### config.mk
export PLATFORM = sky130hd
export DESIGN_NAME = epoch_to_calendar
export DESIGN_NICKNAME = d
export VERILOG_FILES = /design/src/design/etc_pkg.sv /design/src/design/etc_month.sv /design/src/design/epoch_to_calendar.sv
export SDC_FILE = /design/constraint.sdc
export NUM_CORES = 2
export LEC_CHECK = 0
export BUFFER_PORTS_ARGS = -buffer_cell sky130_fd_sc_hd__buf_2
export CAP_MARGIN = 40
export CORE_ASPECT_RATIO = 0.7
export CORE_UTILIZATION = 50
export DETAILED_ROUTE_END_ITERATION = 7
export PLACE_DENSITY = 0.65
export SLEW_MARGIN = 20
export SYNTH_ARGS = -nofsm -noshare
export SYNTH_HDL_FRONTEND = slang
export SYNTH_SLANG_ARGS = --single-unit
### constraint.sdc
create_clock -name i_clk -period 14.43 [get_ports i_clk]
set_clock_uncertainty 0.1 [all_clocks]
set_input_delay 1.443 -clock i_clk [delete_from_list [all_inputs] [get_ports i_clk]]
set_output_delay 1.443 -clock i_clk [all_outputs]
set_load 0.05 [all_outputs]
### src/design/etc_pkg.sv
`timescale 1ns / 1ps
`default_nettype none
// ----------------------------------------------------------------------------
// etc_pkg: shared constants and types for the epoch to calendar converter
// Reciprocal constants for the fixed divisions and the month start table.
// ----------------------------------------------------------------------------
package etc_pkg;

    // Number of pipeline register stages
    localparam int NSTG = 9;

    typedef logic [8:0] t_doy;

    localparam int SECS_PER_DAY  = 86400;
    localparam int SECS_PER_HOUR = 3600;
    localparam int SECS_PER_MIN  = 60;
    localparam int DAYS_PER_QUAD = 1461;

    // days / 86400 = ((ts >> 7) / 675); floor reciprocal, at most one short
    localparam int             DAY_SHIFT = 35;
    localparam logic [25:0]    DAY_RECIP = 26'((64'd1 << DAY_SHIFT) / 64'd675);
    // (sod >> 4) / 225, exact for sod < 86400
    localparam int             HOUR_SHIFT = 20;
    localparam logic [12:0]    HOUR_RECIP = 13'(((1 << HOUR_SHIFT) + 224) / 225);
    // (rem >> 2) / 15, exact for rem < 3600
    localparam int             MIN_SHIFT = 14;
    localparam logic [10:0]    MIN_RECIP = 11'(((1 << MIN_SHIFT) + 14) / 15);
    // x / 7, exact for x < 65536
    localparam int             WDAY_SHIFT = 19;
    localparam logic [16:0]    WDAY_RECIP = 17'(((1 << WDAY_SHIFT) + 6) / 7);
    // x / 1461, exact for x < 65536
    localparam int             QUAD_SHIFT = 27;
    localparam logic [16:0]    QUAD_RECIP = 17'(((64'd1 << QUAD_SHIFT) + 64'd1460) / 64'd1461);

    // Day count from 1970-01-01 of 2100-03-01, the first day after the missing Feb 29
    localparam logic [15:0]    SKIP_DAY   = 16'd47541;
    // Days from 1968-01-01 to 1970-01-01
    localparam logic [15:0]    BASE_SHIFT = 16'd731;
    localparam logic [11:0]    BASE_YEAR  = 12'd1968;
    // Quad of four years that starts with 2100, counted from 1968
    localparam logic [5:0]     QUAD_2100  = 6'd33;

    // Day of year at which each month starts in a common year
    localparam t_doy MONTH_START [12] = '{
        9'd0, 9'd31, 9'd59, 9'd90, 9'd120, 9'd151,
        9'd181, 9'd212, 9'd243, 9'd273, 9'd304, 9'd334
    };

    function automatic t_doy month_start(input logic [3:0] idx, input logic leap);
        t_doy base;
        base = MONTH_START[idx];
        if (leap && idx >= 4'd2) begin
            base = base + 9'd1;
        end
        return base;
    endfunction

endpackage
`default_nettype wire

### src/design/etc_month.sv
`timescale 1ns / 1ps
`default_nettype none
// ----------------------------------------------------------------------------
// etc_month: month and day of month from day of year
// Compares the day of year against all month starts and subtracts the start.
// ----------------------------------------------------------------------------
module etc_month
    import etc_pkg::*;
(
    input  wire t_doy       i_doy,
    input  wire             i_leap,
    output logic [3:0]      o_month,
    output logic [4:0]      o_day_of_month
);

    logic [3:0] midx;
    t_doy       start;
    t_doy       dom;

    always_comb begin
        midx = 4'd0;
        // starts ascend, so the last one passed is the month
        for (int i = 1; i < 12; i++) begin
            if (i_doy >= month_start(4'(i), i_leap)) begin
                midx = 4'(i);
            end
        end
        start          = month_start(midx, i_leap);
        dom            = i_doy - start + 9'd1;
        o_month        = midx + 4'd1;
        o_day_of_month = dom[4:0];
    end

endmodule
`default_nettype wire

### src/design/epoch_to_calendar.sv
`timescale 1ns / 1ps
`default_nettype none
// ----------------------------------------------------------------------------
// epoch_to_calendar: Unix epoch seconds to Gregorian date and time
// Adds the time zone offset and breaks the time into calendar fields.
// ----------------------------------------------------------------------------
// Usage:
//   Input channel: i_valid with i_epoch_seconds; a transaction completes when
//   i_valid is high and o_stall is low. Output channel: o_valid with the
//   calendar fields; a transaction completes when o_valid is high and i_stall
//   is low. One result per input, in order.
//   The offset register (signed hours) is written through i_cfg_wr_en and
//   i_cfg_wr_data; write it only while the pipeline is empty, as the block
//   does not enforce this. Reset sets it to zero. Throughput, while i_stall
//   is low, is one transaction per cycle, set by a 9 stage pipeline whose
//   divisions are reciprocal multiplies, one multiplier per path per stage.
//   When the receiver stalls, the last stage holds its result and the stages
//   behind it keep filling bubbles; o_stall rises only once every stage is
//   full. o_stall never rises while i_stall is low.
//   Reset empties the pipeline; no result is in flight afterwards.
// ----------------------------------------------------------------------------
module epoch_to_calendar
    import etc_pkg::*;
(
    input  wire         i_clk,
    input  wire         i_rst_n,
    input  wire         i_cfg_wr_en,
    input  wire  [4:0]  i_cfg_wr_data,
    input  wire         i_valid,
    output logic        o_stall,
    input  wire  [31:0] i_epoch_seconds,
    output logic        o_valid,
    input  wire         i_stall,
    output logic [11:0] o_year,
    output logic [3:0]  o_month,
    output logic [4:0]  o_day_of_month,
    output logic [8:0]  o_day_of_year,
    output logic [4:0]  o_hour,
    output logic [5:0]  o_minute,
    output logic [5:0]  o_second,
    output logic [2:0]  o_weekday
);

    logic signed [4:0]  r_tz;
    logic [NSTG-1:0]    r_v;
    logic [NSTG-1:0]    stg_en;

    // stage registers
    logic [31:0] r0_ts;
    logic [31:0] r1_ts;
    logic [15:0] r1_q;
    logic [31:0] r2_ts;
    logic [31:0] r2_prod;
    logic [15:0] r2_q;
    logic [15:0] r3_days;
    logic [16:0] r3_sod;
    logic [15:0] r4_d;
    logic        r4_skip;
    logic [4:0]  r4_hour;
    logic [16:0] r4_sod;
    logic [15:0] r4_wx;
    logic [12:0] r4_wq;
    logic [15:0] r5_d;
    logic [5:0]  r5_quad;
    logic        r5_skip;
    logic [4:0]  r5_hour;
    logic [11:0] r5_remh;
    logic [2:0]  r5_wd;
    logic [10:0] r6_r;
    logic [5:0]  r6_quad;
    logic        r6_skip;
    logic [4:0]  r6_hour;
    logic [11:0] r6_remh;
    logic [5:0]  r6_min;
    logic [2:0]  r6_wd;
    logic [11:0] r7_year;
    t_doy        r7_doy;
    logic        r7_leap;
    logic [4:0]  r7_hour;
    logic [5:0]  r7_min;
    logic [5:0]  r7_sec;
    logic [2:0]  r7_wd;
    logic [11:0] r8_year;
    logic [3:0]  r8_month;
    logic [4:0]  r8_dom;
    t_doy        r8_doy;
    logic [4:0]  r8_hour;
    logic [5:0]  r8_min;
    logic [5:0]  r8_sec;
    logic [2:0]  r8_wd;

    // next values
    logic signed [17:0] n_tz_sec;
    logic signed [33:0] n_sum;
    logic [31:0]        n_ts;
    logic [50:0]        n_qprod;
    logic [31:0]        n_prod;
    logic [31:0]        n_rem;
    logic [15:0]        n_days;
    logic [16:0]        n_sod;
    logic               n_skip;
    logic [15:0]        n_d;
    logic [25:0]        n_hprod;
    logic [15:0]        n_wx;
    logic [32:0]        n_wprod;
    logic [32:0]        n_dprod;
    logic [16:0]        n_remh;
    logic [15:0]        n_wdiff;
    logic [15:0]        n_qd;
    logic [15:0]        n_r;
    logic [20:0]        n_mprod;
    logic [1:0]         n_yq;
    logic [10:0]        n_ybase;
    logic               n_is2100;
    t_doy               n_doy;
    logic [11:0]        n_year;
    logic [11:0]        n_secd;
    logic [3:0]         n_month;
    logic [4:0]         n_dom;

    // configuration
    always_ff @(posedge i_clk) begin
        if (!i_rst_n) begin
            r_tz <= '0;
        end else if (i_cfg_wr_en) begin
            r_tz <= i_cfg_wr_data;
        end
    end

    // a stage loads when it is empty or the stage after it moves on
    always_comb begin
        stg_en[NSTG-1] = !r_v[NSTG-1] || !i_stall;
        for (int k = NSTG - 2; k >= 0; k--) begin
            stg_en[k] = !r_v[k] || stg_en[k+1];
        end
    end

    assign o_stall = !stg_en[0];

    always_ff @(posedge i_clk) begin
        if (!i_rst_n) begin
            r_v <= '0;
        end else begin
            if (stg_en[0]) begin
                r_v[0] <= i_valid;
            end
            for (int k = 1; k < NSTG; k++) begin
                if (stg_en[k]) begin
                    r_v[k] <= r_v[k-1];
                end
            end
        end
    end

    // stage 0: apply offset, saturate to the 32-bit range
    always_comb begin
        n_tz_sec = 18'(r_tz) * 18'sd3600;
        n_sum    = $signed({2'b00, i_epoch_seconds}) + 34'(n_tz_sec);
        if (n_sum[33]) begin
            n_ts = '0;
        end else if (n_sum[32]) begin
            n_ts = '1;
        end else begin
            n_ts = n_sum[31:0];
        end
    end

    // stage 1: estimate day count
    assign n_qprod = 51'(r0_ts[31:7]) * 51'(DAY_RECIP);

    // stage 2: product of estimate and day length
    assign n_prod = 32'(r1_q) * 32'(SECS_PER_DAY);

    // stage 3: remainder and one-step correction
    always_comb begin
        n_rem = r2_ts - r2_prod;
        if (n_rem >= 32'(SECS_PER_DAY)) begin
            n_days = r2_q + 16'd1;
            n_sod  = 17'(n_rem - 32'(SECS_PER_DAY));
        end else begin
            n_days = r2_q;
            n_sod  = n_rem[16:0];
        end
    end

    // stage 4: days from 1968, skipping the non-leap Feb 29 of 2100; hour and weekday quotients
    always_comb begin
        n_skip  = r3_days >= SKIP_DAY;
        n_d     = r3_days + BASE_SHIFT + {15'd0, n_skip};
        n_hprod = 26'(r3_sod[16:4]) * 26'(HOUR_RECIP);
        n_wx    = r3_days + 16'd4;
        n_wprod = 33'(n_wx) * 33'(WDAY_RECIP);
    end

    // stage 5: four-year cycle, remainder of hour, weekday
    always_comb begin
        n_dprod = 33'(r4_d) * 33'(QUAD_RECIP);
        n_remh  = r4_sod - 17'(17'(r4_hour) * 17'(SECS_PER_HOUR));
        n_wdiff = r4_wx - 16'(16'(r4_wq) * 16'd7);
    end

    // stage 6: day within the cycle, minute
    always_comb begin
        n_qd    = 16'(16'(r5_quad) * 16'(DAYS_PER_QUAD));
        n_r     = r5_d - n_qd;
        n_mprod = 21'(r5_remh[11:2]) * 21'(MIN_RECIP);
    end

    // stage 7: year within the cycle, day of year, second
    always_comb begin
        if (r6_r >= 11'd1096) begin
            n_yq    = 2'd3;
            n_ybase = 11'd1096;
        end else if (r6_r >= 11'd731) begin
            n_yq    = 2'd2;
            n_ybase = 11'd731;
        end else if (r6_r >= 11'd366) begin
            n_yq    = 2'd1;
            n_ybase = 11'd366;
        end else begin
            n_yq    = 2'd0;
            n_ybase = 11'd0;
        end
        n_is2100 = (r6_quad == QUAD_2100) && (n_yq == 2'd0);
        // drop the day inserted for the missing Feb 29 of 2100
        n_doy    = 9'(r6_r - n_ybase) - {8'd0, r6_skip && n_is2100};
        n_year   = BASE_YEAR + {4'd0, r6_quad, 2'b00} + {10'd0, n_yq};
        n_secd   = r6_remh - 12'(12'(r6_min) * 12'(SECS_PER_MIN));
    end

    // stage 8: month and day of month
    etc_month u_month (
        .i_doy          (r7_doy),
        .i_leap         (r7_leap),
        .o_month        (n_month),
        .o_day_of_month (n_dom)
    );

    always_ff @(posedge i_clk) begin
        if (stg_en[0]) begin
            r0_ts <= n_ts;
        end
        if (stg_en[1]) begin
            r1_ts <= r0_ts;
            r1_q  <= n_qprod[50:35];
        end
        if (stg_en[2]) begin
            r2_ts   <= r1_ts;
            r2_q    <= r1_q;
            r2_prod <= n_prod;
        end
        if (stg_en[3]) begin
            r3_days <= n_days;
            r3_sod  <= n_sod;
        end
        if (stg_en[4]) begin
            r4_d    <= n_d;
            r4_skip <= n_skip;
            r4_hour <= n_hprod[24:20];
            r4_sod  <= r3_sod;
            r4_wx   <= n_wx;
            r4_wq   <= n_wprod[31:19];
        end
        if (stg_en[5]) begin
            r5_d    <= r4_d;
            r5_quad <= n_dprod[32:27];
            r5_skip <= r4_skip;
            r5_hour <= r4_hour;
            r5_remh <= n_remh[11:0];
            r5_wd   <= n_wdiff[2:0];
        end
        if (stg_en[6]) begin
            r6_r    <= n_r[10:0];
            r6_quad <= r5_quad;
            r6_skip <= r5_skip;
            r6_hour <= r5_hour;
            r6_remh <= r5_remh;
            r6_min  <= n_mprod[19:14];
            r6_wd   <= r5_wd;
        end
        if (stg_en[7]) begin
            r7_year <= n_year;
            r7_doy  <= n_doy;
            r7_leap <= (n_yq == 2'd0) && (r6_quad != QUAD_2100);
            r7_hour <= r6_hour;
            r7_min  <= r6_min;
            r7_sec  <= n_secd[5:0];
            r7_wd   <= r6_wd;
        end
        if (stg_en[8]) begin
            r8_year  <= r7_year;
            r8_month <= n_month;
            r8_dom   <= n_dom;
            r8_doy   <= r7_doy;
            r8_hour  <= r7_hour;
            r8_min   <= r7_min;
            r8_sec   <= r7_sec;
            r8_wd    <= r7_wd;
        end
    end

    assign o_valid        = r_v[NSTG-1];
    assign o_year         = r8_year;
    assign o_month        = r8_month;
    assign o_day_of_month = r8_dom;
    assign o_day_of_year  = r8_doy;
    assign o_hour         = r8_hour;
    assign o_minute       = r8_min;
    assign o_second       = r8_sec;
    assign o_weekday      = r8_wd;

    a_no_stall_when_free: assert property (@(posedge i_clk) disable iff (!i_rst_n)
        !i_stall |-> !o_stall)
        else $error("input stalled while output is free");

    a_date_range: assert property (@(posedge i_clk) disable iff (!i_rst_n)
        o_valid |-> (o_month >= 4'd1) && (o_month <= 4'd12) && (o_day_of_month >= 5'd1)
                    && (o_year >= 12'd1970) && (o_year <= 12'd2106))
        else $error("calendar date out of range");

    a_time_range: assert property (@(posedge i_clk) disable iff (!i_rst_n)
        o_valid |-> (o_hour < 5'd24) && (o_minute < 6'd60) && (o_second < 6'd60)
                    && (o_weekday < 3'd7))
        else $error("time of day out of range");

    a_january_doy: assert property (@(posedge i_clk) disable iff (!i_rst_n)
        (o_valid && (o_month == 4'd1)) |-> (o_day_of_year == 9'(o_day_of_month) - 9'd1))
        else $error("day of year disagrees with January date");

endmodule
`default_nettype wire

# After elaboration in Yosys (flattened, before gate mapping)
# Memory sizes are Yosys's and may differ from the RTL's.
# Index checks and enable logic that the tools add are counted.
[classes] bitwise=1 mux=33 n_eq_ne=2 multipliers=11 add_sub_neg=19 n_reduce_logical=25 order_cmp=18
[op_table] op="$mul A25 B24 Y49 const B" n=1
[op_table] op="$mux W4" n=11
[op_table] op="$ge A9 B8 Y1" n=4
[op_table] op="$add A33 B18 Y34" n=1
[op_table] op="$ge A32 B17 Y1 const B" n=1
[op_table] op="$mul A16 B17 Y32 const B" n=1
[op_table] op="$mux W32" n=1
[op_table] op="$sub A32 B32 Y32" n=1
[op_table] op="$mul A16 B15 Y31 const B" n=1
[op_table] op="$ge A9 B9 Y1" n=3
[op_table] op="$mux W9" n=3
[op_table] op="$mul A13 B13 Y25 const B" n=1
[op_table] op="$mul A16 B10 Y25 const B" n=1
[op_table] op="$mul A10 B11 Y20 const B" n=1
[op_table] op="$ge A9 B7 Y1" n=2
[op_table] op="$mux W17" n=1
[op_table] op="$sub A17 B17 Y17 const B" n=1
[op_table] op="$add A16 B1 Y16" n=1
[op_table] op="$add A16 B1 Y16 const B" n=1
[op_table] op="$add A16 B10 Y16 const B" n=1
[op_table] op="$add A16 B3 Y16 const B" n=1
[op_table] op="$ge A16 B16 Y1 const B" n=1
[op_table] op="$mux W16" n=1
[op_table] op="$mux W5" n=3
[op_table] op="other kinds (33)" n=65
[word_totals] inputBits=42 regBits=418 word_cells=162 mem_bits_ro=144 out_inout_bits=52 mem_count=1
[memory_table] name="(name not given)" depth=16 word_bits=9 rd=1 rd_clocked_by_memory_dff=0 wr=0 line_no="etc_pkg.sv:51" source="base = MONTH_START[idx];"

# Logic depth before layout (Yosys ltp)
[depth] ltp_word=20 depth_mapped=26 mapped_depth_nobuf=26

# By module
# A second synthesis with hierarchy kept.
[unflattened] cells_unflattened=3712 area_unflattened_um2=41572.4
[by_module_without_submodules] module="epoch_to_calendar" seq_area_each_um2=12021.5 instances=1 cells_each=3580 area_per_inst_um2=40622.7
[by_module_without_submodules] module="etc_month" seq_area_each_um2=0.0 instances=1 cells_each=132 area_per_inst_um2=949.7

# Least setup slack after synthesis
# Ideal clock, no wire load.
[synth_path] path_type="reg-to-reg" from="register r0_ts[17]" to="register r1_q[15], data pin" period_less_slack_ps=6723 path_buffers=0 arrival_time_ps=6358 setup_time_ps=266 t_required_ps=14064 slack_ps=7707 stages_incl_launch_ff=23 path_cell_list="edfxtp_1 > fa_1 > ha_1 > inv_1 > fa_1 > inv_1 > fa_1 > fa_1 > fa_1 > inv_1 > fa_1 > inv_1 > ha_1 > nand4_1 > nor2_1 > a2111oi_0 > o211ai_1 > a2111oi_0 > nor2_1 > a211oi_2 > o31ai_1 > o41ai_1 > xnor2_1"
[synth_between] elab_chain_cells=1
[synth_lines] item="start, declared" line_no="epoch_to_calendar.sv:49" source="logic [31:0] r0_ts;"
[synth_lines] item="start signal, assigned" line_no="epoch_to_calendar.sv:241" source="r0_ts <= n_ts;"
[synth_lines] item="$mul A25 B24 Y49" line_no="epoch_to_calendar.sv:169" source="assign n_qprod = 51'(r0_ts[31:7]) * 51'(DAY_RECIP);"
[synth_lines] item="via n_qprod[50]" line_no="epoch_to_calendar.sv:96" source="logic [50:0] n_qprod;"
[synth_lines] item="end signal, assigned" line_no="epoch_to_calendar.sv:245" source="r1_q <= n_qprod[50:35];"
[synth_lines] item="end, declared" line_no="epoch_to_calendar.sv:51" source="logic [15:0] r1_q;"
# The timed path passes the listed nets, and every way through them passes these cells.
# A chain may end at the register's enable or synchronous reset.

# Worst setup path in the final report
[layout_path] from="register r0_ts[15]" to="register r1_q[15], data pin"
# Same word-level chain as after synthesis.

==> run metrics <==
status complete, no violations; routed wire length per instance around 17 um; crit path max fanout 11; WL final between 80000 and 90000 um; Synth area leaders edfxtp_1 (28%), ha_1 (26%), fa_1 (19%); hold crit path type reg -> reg; clock root cell clkbuf_16; total grt overflow 0; drt first pass iters 5; Die Y 244 um; period utilisation layout a little over half; Vias/cell about 5.2; TritonCTS clock tree yes; Achievable Freq 133 MHz; cell depth of the worst flop-to-flop path 23; Initial DRC Count about 1500; DRC viols 0; Post-CTS Setup Bufs 0; endpoints failing hold 0; FF+latch count, synth approximately 410; Seq/Total Area, Yosys 28.9%; FILL cells 7100; Unique masters post-synth 84; die area around 0.085 mm^2; antenna viol nets, final 0; worst skew pair latency between 0.5 and 0.6 ns; final net count between 5000 and 6000; Resized cells post-CTS 0; crit start category flip-flop; die width roughly 350 um; HP Start r7_hour[4]; worst-margin pin slew 0.855 ns; mapped cell area around 0.042 mm^2; Arrival @ worst endpoint around 7.7 ns; initial core utilization approximately half; share of the synthesized area in the top cell type around 28%; I/O Pins 94; critical path type reg -> reg; RSZ-0062 raised after global routing false; ys async rst share 0%; clk sink count approximately 410; post-synth net total roughly 5000; CTS H-tree depth 2; MaxCap Viol Count 0; share of cells above drive strength 1 5.33%; hold endpoint o_hour[4]; Post-synth top flop edfxtp_1; Max-slew headroom 43.0%; worst reg-to-reg setup slack 6.91 ns; most frequent cell after synthesis inv_1; Worst Hold Path Cells 0; WP data required roughly 15 ns; CTS Buf Count 38; final slew viol count 0; Worst Setup End Kind flip-flop; Port Buffers 93; final number of setup-violating endpoints 0; core area just over 0.08 mm^2; Syn Inst Count ~3700; first-pass GRT wire length ~140000 um; Reg clk slew, reported paths around 0.07 ns; Tot GR Track Use 20.1%; Setup TNS 0 ns; area delta synth->final 7.87%; Post-CTS Hold Fix Bufs 0; GP Congestion approximately 0.91; YS warnings 0; Max clock buf depth 3; row count 88; commonest cells in the netlist inv_1 (886), ha_1 (877), fa_1 (394); number of global-route vias before repair ~26000; via count between 20000 and 30000; Mean Syn Cell Area 11.2 um^2; Worst R2R End r1_q[15]; # diodes 0; initial antenna violation count 5; minimum clock period between 7 and 8 ns; Post-synth EDFFs ~400; top cell type by total area after synthesis edfxtp_1; DP HPWL around 68000 um; largest net degree at the start of global routing 50; worst r2r src r0_ts[15]
logic make-up (layout without fill, tap and decap cells):
family                     Yosys count  after routing  synth area share (%)
DFF                                405            405                  28.9
muxes                               10             10                 0.246
and+or+nand+nor                    415            415                  5.09
adders and majority gates         1271           1271                  45.3
AOI/OAI and AO/OA                  483            483                  7.65
buffers and inverters              917           1066                  8.31
xor gates and xnor gates           218            218                  4.58
placed cells by master (no fill, tap or decap), drive strengths merged, types with 11 or more instances in the layout:
cell / synthesis / layout
a211oi: 13 / 13
a21o: 63 / 63
a21oi: 128 / 128
a31oi: 17 / 17
and3: 23 / 23
buf: 5 / 111
clkbuf: 26 / 43
clkinv: 0 / 11
dfxtp: 14 / 14
edfxtp: 391 / 391
fa: 394 / 394
ha: 877 / 877
inv: 886 / 890
nand2: 84 / 84
nand2b: 24 / 24
nand3: 43 / 43
nand4: 17 / 17
nor2: 106 / 106
nor2b: 26 / 26
nor3: 29 / 29
o211ai: 12 / 12
o21a: 28 / 28
o21ai: 75 / 75
o21bai: 24 / 24
o22ai: 35 / 35
o31ai: 14 / 14
xnor2: 139 / 139
xor2: 79 / 79
sequential cells by signal, indices dropped and copies added (netlist names), 11 cells and up:
name and cells:
r2_q 16, r0_ts 32, r3_sod 17, r7_year 11, r5_remh 12, r4_sod 12, r6_r 11, o_year 11
r4_d 16, r5_d 11, r3_days 16, r2_ts 32, r1_q 16, r1_ts 32, r2_prod 24
worst max-delay path by stage:
stage / start / end / slack, ns / cells past startpoint
CTS: r0_ts[14] / r1_q[15] / 6.93 / 23
detailed placement: r0_ts[14] / r1_q[15] / 6.96 / 23
floorplan: r0_ts[17] / r1_q[15] / 7.71 / 22
global placement: r0_ts[18] / r1_q[15] / 7.16 / 23
finish: r0_ts[15] / r1_q[15] / 6.91 / 23
global route: r0_ts[16] / r1_q[15] / 6.55 / 23
per-stage QoR:
step                instance area, um^2  util (%)  setup WS, ns  instances  hold slack [ns]
finish                            44900      54.5          6.91       4948            0.315
global route                      44900      54.5          6.55       4948            0.324
floorplan                         41700         -          7.71       3719            0.300
CTS                               44900      54.5          6.93       4947            0.314
global placement                  43500      52.7          7.16       4873            0.301
detailed placement                43600      52.9          6.96       4879            0.305
worst max-delay path, stage by stage, from the launching register on:
cell and delay, ns:
edfxtp_1 0.67, fa_1 0.51, ha_1 0.29, inv_1 0.06, fa_1 0.54, inv_1 0.06
fa_1 0.52, fa_1 0.45, fa_1 0.55, inv_1 0.05, fa_1 0.53, inv_1 0.04
ha_1 0.31, a21oi_1 0.17, nor2_1 0.06, a2111oi_0 0.39, o211ai_1 0.18, a2111oi_1 0.44
buf_4 0.19, nor2_1 0.12, a211oi_2 0.36, o31ai_1 0.16, o41ai_1 0.39, xnor2_1 0.10
area by class of cell:
class                           instances  area, um^2  share of cell area, %
Sequential cell                       405       12000                   26.7
Tap cell                             1080        1350                   3.01
Multi-Input combinational cell       2397       26200                   58.3
Inverter                              886        3330                   7.40
Timing Repair Buffer                  112         681                   1.51
Clock inverter                         26         365                  0.813
Clock buffer                           42         987                   2.20
metal layers:
layer / global-route usage (%) / up-vias / wire (um)
met5: 0 / - / 35
met4: 2.90 / 6 / 931
met3: 3.49 / 76 / 4840
met2: 28.2 / 591 / 32400
met1: 32.6 / 12400 / 44200
li1: - / 12700 / -
Power is left out: the tool's default activity adds up to more than one toggle a clock period on the data nets, which glitch-free logic cannot reach.
